File: src/hw/rtl/wfre_pkg.sv
// ----------------------------------------------------------------------------
// wfre_pkg
// Shared types and constants for the windowed frame rate estimator.
// ----------------------------------------------------------------------------
package wfre_pkg;

  localparam int DEPTH   = 64;
  localparam int TS_W    = 62;
  localparam int WIN_W   = 16;
  localparam int FR_W    = 16;
  localparam int IDX_W   = $clog2(DEPTH);
  localparam int TH_W    = 36;
  localparam int DIV_NW  = 36;
  localparam int DIV_DW  = 20;
  localparam int DIV_QW  = 18;
  localparam int DREG_W  = DIV_DW + DIV_QW - 1;
  localparam int STEP_W  = $clog2(DIV_QW);

  // One million is 2^6 * 15625; the quotient by 15625 uses a reciprocal
  // that is exact for every 30-bit operand.
  localparam int MS_POW2   = 6;
  localparam int MS_XW     = DIV_NW - MS_POW2;
  localparam int MS_MW     = 31;
  localparam int MS_PW     = MS_XW + MS_MW;
  localparam int MS_RSHIFT = 44;

  localparam logic [IDX_W-1:0]  SCAN_LAST   = IDX_W'(DEPTH - 3);
  localparam logic [IDX_W-1:0]  ROT_LAST    = IDX_W'(DEPTH - 1);
  localparam logic [STEP_W-1:0] STEP_LAST   = STEP_W'(DIV_QW - 1);
  localparam logic [DIV_DW-1:0] NS_PER_MS   = DIV_DW'(1000000);
  localparam logic [MS_MW-1:0]  MS_RECIP    = MS_MW'(1125899907);
  localparam logic [TS_W-1:0]   EMPTY_BELOW = TS_W'(1000);
  localparam logic [WIN_W-1:0]  WIN_RESET   = WIN_W'(2000);
  localparam logic [DIV_NW-1:0] RATE_SCALE2 = DIV_NW'(2000);
  localparam logic [FR_W-1:0]   RATE_MAX    = '1;
  localparam logic [TH_W-1:0]   THRESH_RESET =
      TH_W'((64'(WIN_RESET) + 64'd1) * 64'(NS_PER_MS));

  typedef enum logic [2:0] {
    ST_IDLE,
    ST_SCAN,
    ST_DECIDE,
    ST_DIV_E,
    ST_DIV_R,
    ST_FINISH
  } state_t;

  typedef struct packed {
    logic shift;
    logic rotate;
    logic load0;
  } chain_ctl_t;

  typedef struct packed {
    logic              start;
    logic [DIV_NW-1:0] dividend;
    logic [DIV_DW-1:0] divisor;
  } div_req_t;

  typedef struct packed {
    logic              done;
    logic [DIV_QW-1:0] quotient;
  } div_rsp_t;

endpackage

File: src/hw/rtl/wfre_cell.sv
// ----------------------------------------------------------------------------
// wfre_cell
// One slot of the arrival history; takes its left or right neighbor's value.
// ----------------------------------------------------------------------------
module wfre_cell
  import wfre_pkg::*;
(
  input  logic            clk,
  input  logic            rst,
  input  logic            take_prev,
  input  logic            take_next,
  input  logic [TS_W-1:0] prev_val,
  input  logic [TS_W-1:0] next_val,
  output logic [TS_W-1:0] value
);

  always_ff @(posedge clk) begin
    if (rst) begin
      value <= '0;
    end else if (take_prev) begin
      value <= prev_val;
    end else if (take_next) begin
      value <= next_val;
    end
  end

endmodule

File: config.mk
export PLATFORM = sky130hd
export DESIGN_NAME = wfre_cell
export DESIGN_NICKNAME = d
export VERILOG_FILES = /design/src/hw/rtl/wfre_pkg.sv /design/src/hw/rtl/wfre_cell.sv
export SDC_FILE = /design/constraint.sdc
export NUM_CORES = 1
export LEC_CHECK = 0
export ABC_AREA = 1
export BUFFER_PORTS_ARGS = -buffer_cell sky130_fd_sc_hd__buf_2
export CORE_MARGIN = 2
export CORE_UTILIZATION = 43
export CTS_CLUSTER_DIAMETER = 50
export DETAILED_ROUTE_END_ITERATION = 12
export GPL_TIMING_DRIVEN = 0
export PLACE_DENSITY = 0.86
export SLEW_MARGIN = 20
export SYNTH_ARGS = -nofsm -noshare
export SYNTH_HDL_FRONTEND = slang
export SYNTH_SLANG_ARGS = --single-unit
File: constraint.sdc
create_clock -name clk -period 0.8 [get_ports clk]
set_input_delay 0 -clock clk [delete_from_list [all_inputs] [get_ports clk]]
set_output_delay 0 -clock clk [all_outputs]
set_load 0.01 [all_outputs]
==> run summary <==
Via density: 5.405
Routed WL: 15010 µm
synth unique cells: 10
most instantiated cells after synthesis: nand2_1 (186), nand3_1 (124), dfxtp_1 (62), inv_1 (62), buf_4 (13)
met3 Use GR: 10.37%
yosys warns: 0
VDD IR max: 1.001 mV
Worst Path Max Fanout: 2
core box area: 0.006794 mm²
routed via count: 4729
Cells after DPL: 752
largest area contributor in the netlist: dfxtp_1
CTS Buffer Depth: 2
final worst setup slack: -21.01 ps
TritonCTS Buffers: 9
startpoint type of the worst setup path: flip-flop
num rows: 30
maximum clock rate: 1218 MHz
post-synthesis cell area: 0.003012 mm²
Crit path arrival time: 1050 ps
root buf cell: clkbuf_8
Final setup viols: 2
fin cells: 875
Die Y: 87.69 µm
Worst Setup End Kind: flip-flop
first-pass GRT wire length: 20690 µm
Synth Flop Type: dfxtp_1
Cells after Synth: 469
DIE AREA: 0.007690 mm²
GRT met1 Usage: 32.17%
drt first-iter violations: 354
worst-margin pin slew: 528.3 ps
NumNets Final: 901
sequential share of the synthesized area: 41.21%
fin crit period: 821.0 ps
drt pass-1 iters: 5
Setup CP Type: flip-flop to flip-flop
area delta synth->final: 92.60%
vias in the first global route: 4590
share of the synthesized area in the top cell type: 41.21%
clock latency on the worst-skew pair: 320 ps
most flop-heavy register: value
IO buf count: 187
Residual DRC: 0
EDFF count, synth: 0
aggregate global routing overflow: 0
status: finished, violations left
GRT busiest layer: met2
syn nets: 597
final slew viol count: 0
PD cells: 1488 mW/mm²
DIE WIDTH: 87.69 µm
Initial Utilization: 44.33%
syn_area_per_cell: 6.421 µm²
Placement Cell Area: 0.004068 mm²
largest net degree at the start of global routing: 12
Slew HR: 64.78%
gp weighted congestion: 0.7812
dpl hpwl: 6790 µm
Post-synth ARST share: 0%
layout cells sized above 1: 37.79%
Clock Sinks: 62
top flop regs: value: 62 flops
initial antenna violation count: 1
Synth area leaders: dfxtp_1 (41%), nand2_1 (23%), nand3_1 (21%)
max reg flops: 62
Detail Route Antenna Nets: 0
CTS tree: built
Ports: 190
CTS HTree Levels: 3
Fillers: 334
wire length per cell: 17.16 µm
Finished Cell Area: 0.005801 mm²
Fin Clk Skew: 0 ps
final clock period utilization by the worst path: 102.6%
Worst Path Required: 1030 ps
failing checks: setup timing
Hold Crit Class: input pin to flip-flop
GR Util met2: 63.64%
Final Util: 85.38%
Seq cells post-synth: 62
RSZ-0062 raised after global routing: true
pre-CTS setup slack: -83.69 ps
clock-pin transition on the worst setup and hold timing paths: 80 ps
P_leak: 3.228 nW
Max Cap Violations: 0
final hold violations: 0
most frequent cell after synthesis: nand2_1
Min Hold Slack: 19.09 ps
GRT Total Usage: 34.70%
[timing repair]
item | 4_1_cts | 5_1_grt
setup endpoints to repair | 53 | 62
setup buffers | 0 | 0
cloned | 0 | 0
gates resized for setup | 74 | 53
hold buffers | 107 | 0
hold endpoints to repair | 60 | 0
[critical path, stage by stage, from the launching register on]
cell and delay, ps:
dfxtp_2 340, nand2_1 100, nand3_1 120, nand2_1 100, inv_1 50
[path summary, 6_finish.rpt]
check	start	endpoint	slack, ps	cells after the start
max	value[7]$_SDFFE_PP0P_	value[7]$_SDFFE_PP0P_	-20	4
min	next_val[30]	value[30]$_SDFFE_PP0P_	20	5
max reg2reg	value[7]$_SDFFE_PP0P_	value[7]$_SDFFE_PP0P_	-20	4
min reg2reg	value[29]$_SDFFE_PP0P_	value[29]$_SDFFE_PP0P_	540	4
[stage by stage]
stage	power [mW]	setup TNS, ps
2_1_floorplan	4.225	0
3_3_place_gp	4.855	-1774
3_5_place_dp	4.900	-2925
4_1_cts	8.270	0
5_1_grt	8.940	-365.8
6_report	8.634	-36.02
[cell type report]
type	count	area [µm²]	share of cell area, %
timing repair buffer	293	2377	40.98
multi-input combinational	311	1341	23.12
clock buffer	11	151.4	2.610
antenna	1	2.502	0.04314
buffer	32	191.4	3.300
sequential	62	1319	22.74
clock inverter	5	57.56	0.9922
inverter	64	240.2	4.141
tap	96	120.1	2.071
[report_power, final]
group / switching (mW) / total, mW / leakage (nW) / internal, mW
sequential: 0.167 / 3.50 / 0.534 / 3.34
clock: 1.29 / 2.89 / 0.0976 / 1.60
combinational: 1.02 / 2.24 / 2.60 / 1.21
[per-layer routing]
| metal | wire length [µm] | vias to the layer above |
|---|---|---|
| li1 | - | 2060 |
| met1 | 4817 | 2115 |
| met2 | 7609 | 421 |
| met3 | 1399 | 133 |
| met4 | 1188 | 0 |
| met5 | 0 | - |
[logic make-up (layout without fill, tap and decap cells)]
logic type | count (synthesis) | after routing | synth area share (%)
other cells | 0 | 1 | 0
buf+inv | 96 | 405 | 14.33
flops | 62 | 62 | 41.21
simple gates | 311 | 311 | 44.45
[cell usage in the layout, fill, tap and decap left out]
cell type,count
nor2_8,1
clkinvlp_4,3
nand3_1,124
nand2_2,1
buf_4,13
bufinv_16,1
dfxtp_2,62
buf_2,138
clkinv_2,1
buf_1,6
inv_2,2
buf_6,61
clkbuf_8,11
nand2_1,185
dlygate4sd3_1,107
inv_1,62
diode_2,1
(Power assumes the default switching activity.)
