File: src/hw/rtl/wfre_pkg.sv
// ----------------------------------------------------------------------------
// wfre_pkg
// Shared types and constants for the windowed frame rate estimator.
// ----------------------------------------------------------------------------
package wfre_pkg;

  localparam int DEPTH   = 64;
  localparam int TS_W    = 62;
  localparam int WIN_W   = 16;
  localparam int FR_W    = 16;
  localparam int IDX_W   = $clog2(DEPTH);
  localparam int TH_W    = 36;
  localparam int DIV_NW  = 36;
  localparam int DIV_DW  = 20;
  localparam int DIV_QW  = 18;
  localparam int DREG_W  = DIV_DW + DIV_QW - 1;
  localparam int STEP_W  = $clog2(DIV_QW);

  // One million is 2^6 * 15625; the quotient by 15625 uses a reciprocal
  // that is exact for every 30-bit operand.
  localparam int MS_POW2   = 6;
  localparam int MS_XW     = DIV_NW - MS_POW2;
  localparam int MS_MW     = 31;
  localparam int MS_PW     = MS_XW + MS_MW;
  localparam int MS_RSHIFT = 44;

  localparam logic [IDX_W-1:0]  SCAN_LAST   = IDX_W'(DEPTH - 3);
  localparam logic [IDX_W-1:0]  ROT_LAST    = IDX_W'(DEPTH - 1);
  localparam logic [STEP_W-1:0] STEP_LAST   = STEP_W'(DIV_QW - 1);
  localparam logic [DIV_DW-1:0] NS_PER_MS   = DIV_DW'(1000000);
  localparam logic [MS_MW-1:0]  MS_RECIP    = MS_MW'(1125899907);
  localparam logic [TS_W-1:0]   EMPTY_BELOW = TS_W'(1000);
  localparam logic [WIN_W-1:0]  WIN_RESET   = WIN_W'(2000);
  localparam logic [DIV_NW-1:0] RATE_SCALE2 = DIV_NW'(2000);
  localparam logic [FR_W-1:0]   RATE_MAX    = '1;
  localparam logic [TH_W-1:0]   THRESH_RESET =
      TH_W'((64'(WIN_RESET) + 64'd1) * 64'(NS_PER_MS));

  typedef enum logic [2:0] {
    ST_IDLE,
    ST_SCAN,
    ST_DECIDE,
    ST_DIV_E,
    ST_DIV_R,
    ST_FINISH
  } state_t;

  typedef struct packed {
    logic shift;
    logic rotate;
    logic load0;
  } chain_ctl_t;

  typedef struct packed {
    logic              start;
    logic [DIV_NW-1:0] dividend;
    logic [DIV_DW-1:0] divisor;
  } div_req_t;

  typedef struct packed {
    logic              done;
    logic [DIV_QW-1:0] quotient;
  } div_rsp_t;

endpackage

File: src/hw/rtl/wfre_div.sv
// ----------------------------------------------------------------------------
// wfre_div
// Restoring divider that produces one quotient bit per cycle.
// ----------------------------------------------------------------------------
module wfre_div
  import wfre_pkg::*;
(
  input  logic     clk,
  input  logic     rst,
  input  div_req_t req,
  output div_rsp_t rsp
);

  logic              busy;
  logic              done;
  logic [STEP_W-1:0] step;
  logic [DIV_NW-1:0] rem;
  logic [DREG_W-1:0] dreg;
  logic [DIV_QW-1:0] quo;
  logic              ge;

  assign ge  = DREG_W'(rem) >= dreg;
  assign rsp = '{done: done, quotient: quo};

  always_ff @(posedge clk) begin
    if (rst) begin
      busy <= 1'b0;
      done <= 1'b0;
      step <= '0;
    end else begin
      done <= 1'b0;
      if (req.start) begin
        busy <= 1'b1;
        step <= '0;
      end else if (busy) begin
        if (step == STEP_LAST) begin
          busy <= 1'b0;
          done <= 1'b1;
        end else begin
          step <= step + STEP_W'(1);
        end
      end
    end
  end

  always_ff @(posedge clk) begin
    if (req.start) begin
      rem  <= req.dividend;
      dreg <= {req.divisor, {(DIV_QW-1){1'b0}}};
      quo  <= '0;
    end else if (busy) begin
      if (ge) begin
        rem <= rem - dreg[DIV_NW-1:0];
      end
      quo  <= {quo[DIV_QW-2:0], ge};
      dreg <= dreg >> 1;
    end
  end

endmodule

File: config.mk
export PLATFORM = sky130hd
export DESIGN_NAME = wfre_div
export DESIGN_NICKNAME = d
export VERILOG_FILES = /design/src/hw/rtl/wfre_pkg.sv /design/src/hw/rtl/wfre_div.sv
export SDC_FILE = /design/constraint.sdc
export NUM_CORES = 1
export LEC_CHECK = 0
export ABC_AREA = 1
export BUFFER_PORTS_ARGS = -buffer_cell sky130_fd_sc_hd__buf_4
export CAP_MARGIN = 10
export CORE_ASPECT_RATIO = 0.5
export CORE_MARGIN = 2
export CORE_UTILIZATION = 45
export CTS_CLUSTER_SIZE = 40
export DETAILED_ROUTE_END_ITERATION = 12
export HOLD_SLACK_MARGIN = 0.06
export MAX_ROUTING_LAYER = met4
export SETUP_SLACK_MARGIN = 0.15
export SLEW_MARGIN = 20
export SYNTH_ARGS = -nofsm -noshare
export SYNTH_HDL_FRONTEND = slang
export SYNTH_SLANG_ARGS = --single-unit
File: constraint.sdc
create_clock -name clk -period 3.1 [get_ports clk]
set_clock_uncertainty 0.05 [all_clocks]
set_input_delay 0 -clock clk [delete_from_list [all_inputs] [get_ports clk]]
set_output_delay 0 -clock clk [all_outputs]
set_load 0.005 [all_outputs]
==> flow_metrics.env <==
export IMPL_use_met2_pct=38.1
export IMPL_setup_worst_path_end_class="flop"
export IMPL_setup_viol=0
export IMPL_r2r_cells=13
export IMPL_clockRootBuffer="clkbuf_16"
export IMPL_clk_latency_ns=0.36
export IMPL_place_port_buffers=77
export IMPL_final_nets=1129
export IMPL_tns_ns=0
export IMPL_start_util_pct=46.5
export IMPL_synth_top_area_share_pct=26.4
export IMPL_synth_seq_area_share_pct=39.6
export IMPL_startpoint="dreg[12]"
export IMPL_busiest_layer="met2"
export IMPL_area_delta_synth_final_pct=26.0
export IMPL_sequentialPowerShare_pct=35.4
export IMPL_hold_viol=0
export IMPL_syn_nets=997
export IMPL_status="complete, no violations"
export IMPL_clkPwrFrac_pct=26.1
export IMPL_rsz0062_at_grt="no"
export IMPL_p_int_mw=2.73
export IMPL_ant_nets=0
export IMPL_peakVddDrop_uv=274
export IMPL_drt_iter0_markers=428
export IMPL_combPwrFrac_pct=38.5
export IMPL_path_cells="inv_1 -> ha_1 -> nand2_1 -> nor2_1 -> inv_1 -> o21ai_0 -> nand2_1 -> nand3_1 -> nand3_1 -> nand2_1 -> nand2_1 -> nand2_1 -> buf_4"
export IMPL_die_w_microns=172
export IMPL_drc_errors=0
export IMPL_drive_gt1_share_pct=12.3
export IMPL_fmax_mhz=389
export IMPL_synth_warnings=0
export IMPL_grt_pass1_vias=5667
export IMPL_swShare_pct=38.7
export IMPL_relSlewSlack_pct=53.5
export IMPL_via_per_inst=5.02
export IMPL_wl_microns=17900
export IMPL_tightestPinTransition_ns=0.696
export IMPL_fp_coreArea_sq_um=13700
export IMPL_slowest_delay_ns=0.36
export IMPL_hold_ws_ns=0.0889
export IMPL_clkSlewWorstSetupHoldPaths_ns=0.08
export IMPL_netlist_area_sq_um=6370
export IMPL_p_leak_nw=3.77
export IMPL_hp_class="in -> reg"
export IMPL_drv_slew=0
export IMPL_register_area_sq_um=2520
export IMPL_met3_usage_pct=4.07
export IMPL_fp_dieH_microns=88.1
export IMPL_antenna_found_initial=0
export IMPL_crit_type="reg -> reg"
export IMPL_finalCritPeriodShare_pct=83.0
export IMPL_overflow=0
export IMPL_p_switching_mw=1.72
export IMPL_fillers=1328
export IMPL_critPathRequiredTime_ns=3.08
export IMPL_cts_num_sinks=98
export IMPL_ys_top_cells_by_area="edfxtp_1 26%, nand2_1 16%, dfxtp_1 13%"
export IMPL_critical_path_arrival_ns=2.55
export IMPL_grtUsageTotal_pct=25.5
export IMPL_cts_made_buffers=9
export IMPL_diodes=0
export IMPL_num_vias=6165
export IMPL_min_period_ns=2.57
export IMPL_cpMaxStageDelayCell="ha_1"
export IMPL_p_per_area_nw_per_um2=555
export IMPL_start_kind="flop"
export IMPL_crit_path_max_fanout=23
export IMPL_cap_viol_max_count=0
export IMPL_htreeDepth=3
export IMPL_synth_seq_cells=98
export IMPL_cts_tree="done"
export IMPL_yosysTopAreaCell="edfxtp_1"
export IMPL_grt_max_degree=53
export IMPL_ys_types=35
export IMPL_clock_path_buffers=2
export IMPL_routabilityCongestion=0.959
export IMPL_io_pins=78
export IMPL_avgRoutedWirePerCell_microns=14.6
export IMPL_synthCells=899
export IMPL_cpMostUsedCell="nand2_1"
export IMPL_multi_input_area_sq_um=3160
export IMPL_regToRegEndpoint="rem[10]"
export IMPL_r2r_start="dreg[12]"
export IMPL_placementRows=30
export IMPL_grt_pass1_wl_microns=28500
export IMPL_avgSynthCellArea_sq_um=7.08
export IMPL_dr_pass1_iters=5
export IMPL_use_met1_pct=36.6
export IMPL_regToRegSetupSlack_ns=0.53
export IMPL_die_area_sq_um=15200
export IMPL_dp_hpwl_microns=13400
export IMPL_endpoint="rem[10]"
## state kept, by name (all words and copies together) (netlist names)
register and cells:
busy 1, done 1, dreg 37, quo 18, rem 36, step 5
## placed cells by master (no fill, tap or decap), drive strengths merged, types with 5 or more instances in the layout
| cell | instances |
|---|---|
| dfxtp | 42 |
| xnor2 | 10 |
| nor3 | 13 |
| dlygate4sd3 | 57 |
| edfxtp | 56 |
| o22ai | 31 |
| ha | 38 |
| nor2 | 63 |
| clkbuf | 9 |
| or2 | 5 |
| o21ai | 57 |
| nand2 | 293 |
| nand3 | 53 |
| buf | 83 |
| a21oi | 41 |
| inv | 163 |
## critical path: cells and delay by family (launching register included)
kind,cells,cell delay (ns)
compound gates,1,0.19
flops,1,0.32
simple gates,8,0.79
fa+ha+maj,1,0.36
buf+inv,3,0.51
## per-layer routing
layer  part of all wire (%)  up-vias
met4                   0.85        0
met3                    5.1       15
met2                     42      150
li1                       -     3146
met1                     52     2854
met5                      0        -
## timing repair
item,4_1_cts,5_1_grt
hold endpoints to repair,63,0
endpoints found under the setup margin,0,0
hold buffers,57,0
gates resized for setup,0,0
buffers inserted,0,0
## power groups by stage
stage	Sequential (mW)	Combinational, mW	Clock [mW]
after CTS	1.58	1.70	1.19
after global placement	1.60	1.62	0
final	1.58	1.72	1.16
after floorplan	1.60	1.18	0
after detailed placement	1.61	1.63	0
after global routing	1.59	1.93	1.22
## area by class of cell
type / instances / area share (%)
clock inverters: 7 / 0.905
clock buffers: 9 / 2.81
repair buffers: 140 / 14.9
multi-input cells: 622 / 39.5
well taps: 192 / 3.00
flip-flops and latches: 98 / 31.5
inverters: 160 / 7.49
## synthesized netlist by cell type, drive strengths merged
library cell  instances
o21ai                57
or2                   5
xnor2                10
dfxtp                42
a21oi                41
nor4                  1
o21a                  1
a21boi                1
inv                 160
o22ai                31
clkbuf               11
fa                    1
nand4                 4
nand2               293
nor3b                 1
xor2                  1
ha                   38
edfxtp               56
nor3                 13
buf                   8
nand3b                4
nor2                 63
o21bai                4
nand3                53
## how the worst min path moves through the flow
stage,start,endpoint,slack (ns),cells after the start
after floorplan,rst,busy,0.02,1
after global placement,rst,busy,0.12,2
after detailed placement,rst,busy,0.12,2
after CTS,req[56],dreg[36],0.08,3
after global routing,req[56],rem[3],0.12,2
final,req[56],dreg[36],0.09,3
## logic make-up (layout without fill, tap and decap cells)
logic type               count (synthesis)  after routing  share of synthesized area, %
AO/OA/AOI/OAI                          135            135                          11.6
XOR/XNOR                                11             11                          1.51
adder cells (fa/ha/maj)                 39             39                          7.78
buffers and inverters                  179            316                          10.7
flip-flops                              98             98                          39.6
AND/OR/NAND/NOR                        437            437                          28.8
## per-stage QoR
stage          instance area (sq um)  total power, mW  util (%)  setup slack [ns]  std cells
3_3_place_gp                    7150             3.23      52.2             0.513       1155
4_1_cts                         8020             4.46      58.5             0.499       1228
3_5_place_dp                    7150             3.24      52.2             0.522       1155
5_1_grt                         8020             4.75      58.5             0.264       1228
2_1_floorplan                   6370             2.78         -             0.409        899
6_report                        8020             4.45      58.5             0.528       1228
(Power assumes the default switching activity.)
