==> src/hw/rtl/wfre_pkg.sv <==
// ----------------------------------------------------------------------------
// wfre_pkg
// Shared types and constants for the windowed frame rate estimator.
// ----------------------------------------------------------------------------
package wfre_pkg;

  localparam int DEPTH   = 64;
  localparam int TS_W    = 62;
  localparam int WIN_W   = 16;
  localparam int FR_W    = 16;
  localparam int IDX_W   = $clog2(DEPTH);
  localparam int TH_W    = 36;
  localparam int DIV_NW  = 36;
  localparam int DIV_DW  = 20;
  localparam int DIV_QW  = 18;
  localparam int DREG_W  = DIV_DW + DIV_QW - 1;
  localparam int STEP_W  = $clog2(DIV_QW);

  // One million is 2^6 * 15625; the quotient by 15625 uses a reciprocal
  // that is exact for every 30-bit operand.
  localparam int MS_POW2   = 6;
  localparam int MS_XW     = DIV_NW - MS_POW2;
  localparam int MS_MW     = 31;
  localparam int MS_PW     = MS_XW + MS_MW;
  localparam int MS_RSHIFT = 44;

  localparam logic [IDX_W-1:0]  SCAN_LAST   = IDX_W'(DEPTH - 3);
  localparam logic [IDX_W-1:0]  ROT_LAST    = IDX_W'(DEPTH - 1);
  localparam logic [STEP_W-1:0] STEP_LAST   = STEP_W'(DIV_QW - 1);
  localparam logic [DIV_DW-1:0] NS_PER_MS   = DIV_DW'(1000000);
  localparam logic [MS_MW-1:0]  MS_RECIP    = MS_MW'(1125899907);
  localparam logic [TS_W-1:0]   EMPTY_BELOW = TS_W'(1000);
  localparam logic [WIN_W-1:0]  WIN_RESET   = WIN_W'(2000);
  localparam logic [DIV_NW-1:0] RATE_SCALE2 = DIV_NW'(2000);
  localparam logic [FR_W-1:0]   RATE_MAX    = '1;
  localparam logic [TH_W-1:0]   THRESH_RESET =
      TH_W'((64'(WIN_RESET) + 64'd1) * 64'(NS_PER_MS));

  typedef enum logic [2:0] {
    ST_IDLE,
    ST_SCAN,
    ST_DECIDE,
    ST_DIV_E,
    ST_DIV_R,
    ST_FINISH
  } state_t;

  typedef struct packed {
    logic shift;
    logic rotate;
    logic load0;
  } chain_ctl_t;

  typedef struct packed {
    logic              start;
    logic [DIV_NW-1:0] dividend;
    logic [DIV_DW-1:0] divisor;
  } div_req_t;

  typedef struct packed {
    logic              done;
    logic [DIV_QW-1:0] quotient;
  } div_rsp_t;

endpackage

==> src/hw/rtl/wfre_ctrl.sv <==
// ----------------------------------------------------------------------------
// wfre_ctrl
// Request handshake, history sequencing, window scan and rate computation.
// ----------------------------------------------------------------------------
module wfre_ctrl
  import wfre_pkg::*;
(
  input  logic             clk,
  input  logic             rst,
  input  logic             in_valid,
  output logic             in_stall,
  input  logic             func,
  input  logic [TS_W-1:0]  timestamp_ns,
  input  logic             cfg_valid,
  output logic             cfg_ready,
  input  logic [WIN_W-1:0] window_ms,
  output logic             out_valid,
  input  logic             out_stall,
  output logic [FR_W-1:0]  frame_rate,
  input  logic [TS_W-1:0]  head,
  input  logic [TS_W-1:0]  tap,
  output chain_ctl_t       ctl,
  output div_req_t         div_req,
  input  div_rsp_t         div_rsp
);

  state_t            state;
  state_t            state_next;
  logic [TH_W-1:0]   thresh;
  logic [TS_W-1:0]   now;
  logic [IDX_W-1:0]  rot;
  logic              rot_active;
  logic [IDX_W-1:0]  count;
  logic              last_pos;
  logic [MS_XW-1:0]  last_delta;
  logic [MS_PW-1:0]  ms_prod;
  logic [DIV_QW-1:0] elapsed;
  logic [FR_W-1:0]   result;
  logic [FR_W-1:0]   result_next;
  logic              result_load;
  logic              in_acc;
  logic [TS_W:0]     delta;
  logic              over;
  logic              stop;
  logic              emit;

  assign cfg_ready = 1'b1;
  assign in_stall  = (state != ST_IDLE) || rot_active;
  assign in_acc    = in_valid && !in_stall;

  assign delta = {1'b0, now} - {1'b0, tap};
  assign over  = !delta[TS_W] && (delta[TS_W-1:0] >= TS_W'(thresh));
  assign stop  = (tap == '0) || over;

  assign ms_prod = MS_PW'(last_delta) * MS_PW'(MS_RECIP);

  assign ctl.shift  = in_acc && !func && (head >= EMPTY_BELOW);
  assign ctl.load0  = in_acc && !func;
  assign ctl.rotate = rot_active;

  always_ff @(posedge clk) begin
    if (rst) begin
      state <= ST_IDLE;
    end else begin
      state <= state_next;
    end
  end

  always_comb begin
    state_next       = state;
    div_req.start    = 1'b0;
    div_req.dividend = DIV_NW'(count) * RATE_SCALE2 + DIV_NW'(elapsed);
    div_req.divisor  = DIV_DW'({elapsed, 1'b0});
    result_next      = FR_W'(count);
    result_load      = 1'b0;
    emit             = 1'b0;
    unique case (state)
      ST_IDLE: begin
        if (in_acc && func) begin
          state_next = ST_SCAN;
        end
      end
      ST_SCAN: begin
        if (stop || rot == SCAN_LAST) begin
          state_next = ST_DECIDE;
        end
      end
      ST_DECIDE: begin
        if (count == '0 || !last_pos) begin
          result_load = 1'b1;
          state_next  = ST_FINISH;
        end else begin
          state_next = ST_DIV_E;
        end
      end
      ST_DIV_E: begin
        if (elapsed == '0) begin
          result_load = 1'b1;
          state_next  = ST_FINISH;
        end else begin
          div_req.start = 1'b1;
          state_next    = ST_DIV_R;
        end
      end
      ST_DIV_R: begin
        if (div_rsp.done) begin
          result_load = 1'b1;
          result_next = (div_rsp.quotient > DIV_QW'(RATE_MAX)) ? RATE_MAX
                                                               : div_rsp.quotient[FR_W-1:0];
          state_next  = ST_FINISH;
        end
      end
      ST_FINISH: begin
        if (!rot_active && (!out_valid || !out_stall)) begin
          emit       = 1'b1;
          state_next = ST_IDLE;
        end
      end
      default: begin
        state_next = ST_IDLE;
      end
    endcase
  end

  always_ff @(posedge clk) begin
    if (rst) begin
      thresh     <= THRESH_RESET;
      rot_active <= 1'b0;
      rot        <= '0;
      out_valid  <= 1'b0;
    end else begin
      if (cfg_valid && cfg_ready) begin
        thresh <= TH_W'((WIN_W+1)'(window_ms) + (WIN_W+1)'(1)) * TH_W'(NS_PER_MS);
      end
      if (in_acc && func) begin
        rot_active <= 1'b1;
        rot        <= '0;
      end else if (rot_active) begin
        rot <= rot + IDX_W'(1);
        if (rot == ROT_LAST) begin
          rot_active <= 1'b0;
        end
      end
      if (emit) begin
        out_valid <= 1'b1;
      end else if (!out_stall) begin
        out_valid <= 1'b0;
      end
    end
  end

  always_ff @(posedge clk) begin
    if (in_acc && func) begin
      now   <= timestamp_ns;
      count <= '0;
    end
    if (state == ST_SCAN && !stop) begin
      count      <= count + IDX_W'(1);
      last_pos   <= !delta[TS_W] && (delta != '0);
      last_delta <= delta[DIV_NW-1:MS_POW2];
    end
    if (state == ST_DECIDE) begin
      elapsed <= DIV_QW'(ms_prod[MS_PW-1:MS_RSHIFT]);
    end
    if (result_load) begin
      result <= result_next;
    end
    if (emit) begin
      frame_rate <= result;
    end
  end

endmodule

==> config.mk <==
export PLATFORM = sky130hd
export DESIGN_NAME = wfre_ctrl
export DESIGN_NICKNAME = d
export VERILOG_FILES = /design/src/hw/rtl/wfre_pkg.sv /design/src/hw/rtl/wfre_ctrl.sv
export SDC_FILE = /design/constraint.sdc
export NUM_CORES = 2
export LEC_CHECK = 0
export BUFFER_PORTS_ARGS = -buffer_cell sky130_fd_sc_hd__buf_2
export CAP_MARGIN = 30
export CORE_MARGIN = 2
export CORE_UTILIZATION = 30
export DETAILED_ROUTE_END_ITERATION = 8
export GPL_TIMING_DRIVEN = 1
export PLACE_DENSITY = 0.5
export SYNTH_ARGS = -nofsm -noshare
export SYNTH_HDL_FRONTEND = slang
export SYNTH_SLANG_ARGS = --single-unit
==> constraint.sdc <==
create_clock -name clk -period 8.6 [get_ports clk]
set_clock_uncertainty 0.15 [all_clocks]
set_input_delay 0.86 -clock clk [delete_from_list [all_inputs] [get_ports clk]]
set_output_delay 0.86 -clock clk [all_outputs]
set_load 0.01 [all_outputs]
==> run_summary.xml <==
<?xml version="1.0" encoding="UTF-8"?>
<metrics>
  <group name="yosys">
    <metric name="count_of_flip_flops_with_a_built_in_enable_after_synthesis" unit="">148</metric>
    <metric name="yosysUniqueCellTypes" unit="">79</metric>
    <metric name="post_synth_instance_area" unit="µm²">29840</metric>
    <metric name="synth-seq-cells" unit="">189</metric>
    <metric name="ys.flop_type" unit="">edfxtp_1</metric>
    <metric name="syn_avg_cell_area" unit="µm²">9.855</metric>
    <metric name="synth_sequential_area_ratio" unit="%">17.64</metric>
    <metric name="ys_async_sr_fraction" unit="%">0</metric>
    <metric name="ys_warn_count" unit="">0</metric>
    <metric name="gate_count_of_the_mapped_netlist" unit="">3028</metric>
  </group>
  <group name="clock_network">
    <metric name="cts.sinks" unit="">189</metric>
    <metric name="cts_hold_buf" unit="">0</metric>
    <metric name="worst_skew_pair.late_latency" unit="ps">490</metric>
    <metric name="clock-root-buffer" unit="">clkbuf_16</metric>
    <metric name="cts.clk_slew.worst_paths" unit="ps">70</metric>
    <metric name="cts_tree" unit="">built</metric>
    <metric name="htree_levels" unit="">4</metric>
    <metric name="max-clock-path-buffers" unit="">2</metric>
    <metric name="cts-buffers-inserted" unit="">17</metric>
  </group>
  <group name="placement">
    <metric name="globalplace.congestion" unit="">0.8918</metric>
    <metric name="io_buffer_count" unit="">280</metric>
    <metric name="detailed_place_hpwl" unit="mm">72.56</metric>
  </group>
  <group name="worst_setup_path">
    <metric name="criticalPathCategory" unit="">register to register</metric>
    <metric name="critical_path.n_buffers_inverters" unit="">8</metric>
    <metric name="cp_max_fo" unit="">4</metric>
    <metric name="worst_path_max_delay_cell" unit="">fa_1</metric>
    <metric name="cell_family_with_the_largest_share_of_critical_path_delay" unit="">adder cells</metric>
    <metric name="timing.critical_path.mode_cell" unit="">fa_1</metric>
    <metric name="critical_path_arrival" unit="ps">8310</metric>
    <metric name="worstPathRequired" unit="ps">8680</metric>
    <metric name="cp-end-kind" unit="">register</metric>
    <metric name="cp_slowest_stage_delay" unit="ps">590</metric>
    <metric name="startpoint_class_of_the_critical_path" unit="">register</metric>
  </group>
  <group name="final_layout">
    <metric name="flow.area_growth_from_synthesis" unit="%">14.34</metric>
    <metric name="finish.net_count" unit="">4570</metric>
    <metric name="final_layout_size_suffix_gt1_share" unit="%">13.82</metric>
    <metric name="antennaDiodeCount" unit="">0</metric>
  </group>
  <group name="sta">
    <metric name="finalHoldViolCount" unit="">0</metric>
    <metric name="timing.slew.headroom" unit="%">40.01</metric>
    <metric name="fmax" unit="GHz">0.1215</metric>
    <metric name="fin_setup_tns" unit="ps">0</metric>
    <metric name="setup_viol" unit="">0</metric>
    <metric name="final_min_period_over_clock_period" unit="%">95.67</metric>
    <metric name="max_slew.worst_pin.slew" unit="ps">890.4</metric>
    <metric name="layout_min_cycle_time" unit="ps">8228</metric>
    <metric name="final-max-slew-violation-count" unit="">0</metric>
  </group>
  <group name="route">
    <metric name="violation_count_after_the_first_detailed_routing_iteration" unit="">1025</metric>
    <metric name="overall_via_count_from_detail_route" unit="">21810</metric>
    <metric name="post_drt_wl_per_cell" unit="µm">17.31</metric>
    <metric name="routed_wl" unit="mm">81.26</metric>
    <metric name="detail_route.vias_per_cell" unit="">4.644</metric>
    <metric name="number_of_nets_with_antenna_violations_after_detailed_routing" unit="">0</metric>
    <metric name="dr.pass1.iters" unit="">5</metric>
    <metric name="drc" unit="">0</metric>
  </group>
  <group name="floorplanning">
    <metric name="io_pins" unit="">306</metric>
    <metric name="die_height" unit="µm">319.4</metric>
    <metric name="floorplan_die_area" unit="µm²">102000</metric>
    <metric name="placeableCoreArea" unit="µm²">98420</metric>
    <metric name="die_width" unit="µm">319.4</metric>
    <metric name="initial_core_util" unit="%">30.32</metric>
    <metric name="rows" unit="">115</metric>
  </group>
  <group name="run_status">
    <metric name="outcome" unit="">complete, no violations</metric>
  </group>
  <group name="global_routing">
    <metric name="vias_in_the_first_global_route" unit="">22470</metric>
    <metric name="grt_max_degree" unit="">57</metric>
    <metric name="grt_pass1_wl" unit="mm">128.7</metric>
    <metric name="grt_overflow" unit="">0</metric>
    <metric name="initial_antenna_violation_count" unit="">2</metric>
    <metric name="track_usage" unit="%">16.31</metric>
  </group>
  <group name="hold_path">
    <metric name="min-delay-path-class" unit="">register to register</metric>
  </group>
  <group name="run">
    <metric name="cap_viol_max_count" unit="">0</metric>
  </group>
</metrics>
## Yosys cell counts (4+ instances only)
library cell  number  area, µm²
inv_1            709       2661
ha_1             563       7044
fa_1             385       7707
edfxtp_1         148       4444
a21oi_1          141      705.7
nand2_1          126      473.0
nor2_1           118      442.9
o21ai_0          104      520.5
xnor2_1           81      709.4
xor2_1            49      429.2
nor4_1            47      294.0
nand4_1           43      269.0
dfxtp_1           41      820.8
a21o_1            40      300.3
nand3_1           37      185.2
o21a_1            35      262.8
nor3_1            34      170.2
clkbuf_1          29      108.9
buf_4             27      202.7
o21bai_1          27      202.7
and3_1            21      131.4
a31oi_1           16      100.1
nor2b_1           16      100.1
o211ai_1          16      120.1
mux2i_1           14      140.1
a211oi_1          13      97.59
nand2b_1          11      68.82
o31ai_1            9      67.56
or2_2              9      56.30
and2_1             8      50.05
or3_1              7      43.79
or4_1              7      52.55
a211o_1            6      52.55
buf_2              5      25.02
o2111ai_1          5      43.79
o221ai_1           4      35.03
o31a_1             4      35.03
## layout make-up
type	instances	area (µm²)
inverters	710	2665
well taps	1287	1610
flip-flops and latches	189	5265
clock inverters	8	62.56
repair buffers	393	2250
clock buffers	24	551.8
fillers	10220	64300
multi-input cells	2084	21720
## cell usage in the layout, fill, tap and decap left out, types with 27 or more instances in the layout
master    count
a21o_1       40
buf_2       280
xor2_1       49
ha_1        563
nor3_1       32
o21bai_1     27
o21a_1       35
fa_1        382
buf_4       113
edfxtp_1    148
xnor2_1      81
nand3_1      37
nand2_1     126
nor4_1       46
nand4_1      43
dfxtp_1      41
inv_1       704
a21oi_1     141
o21ai_0     104
nor2_1      117
## kinds of logic after synthesis
| group | count (synthesis) | synth area share [%] |
|---|---|---|
| mux | 15 | 0.5073 |
| buf+inv | 775 | 10.11 |
| xor+xnor | 130 | 3.815 |
| flops | 189 | 17.64 |
| simple gates | 501 | 8.486 |
| compound gates | 468 | 9.979 |
| fa+ha+maj | 948 | 49.43 |
| other cells | 2 | 0.02517 |
## routing by layer
metal	part of all wire [%]	vias to the layer above	track usage, %
li1	-	10760	-
met1	47	10650	22.40
met2	48	342	27.60
met3	2.5	53	1.511
met4	1.9	0	3.962
met5	0	-	0
## what timing repair did
action                                  in CTS  in global routing
gates resized for setup                      1                 16
endpoints found under the setup margin       4                  9
pin swaps                                    0                 19
buffers inserted                             0                  4
## registers in the layout (all words and copies together), names as in the netlist
name,flops
last_delta,30
rot_active,1
result,16
frame_rate,16
now,62
thresh,30
state,3
elapsed,17
last_pos,1
rot,6
count,6
out_valid,1
## stage by stage
step                utilization [%]  instance area, µm²  std cells  setup WS, ps  hold slack, ps
floorplan                         -               29920       3048         858.3           250.3
global placement              33.96               33420       4660        -58.33           251.2
detailed placement            33.96               33420       4660        -69.45           254.5
CTS                           34.59               34040       4692         118.0           267.3
global route                  34.67               34120       4695        -27.73           279.2
finish                        34.67               34120       4695         372.3           266.8
## worst paths after layout
check / endpoint / slack (ps) / start / cells after the start
worst max-delay path: elapsed[11]$_DFFE_PN_ / 370 / last_delta[5]$_DFFE_PP_ / 28
worst min-delay path: frame_rate[5]$_DFFE_PP_ / 270 / result[5]$_DFFE_PP_ / 0
worst max register to register: elapsed[11]$_DFFE_PN_ / 370 / last_delta[5]$_DFFE_PP_ / 28
worst min register to register: frame_rate[5]$_DFFE_PP_ / 270 / result[5]$_DFFE_PP_ / 0
Power is left out: the tool's default activity adds up to more than one toggle a clock period on the data nets, which glitch-free logic cannot reach.
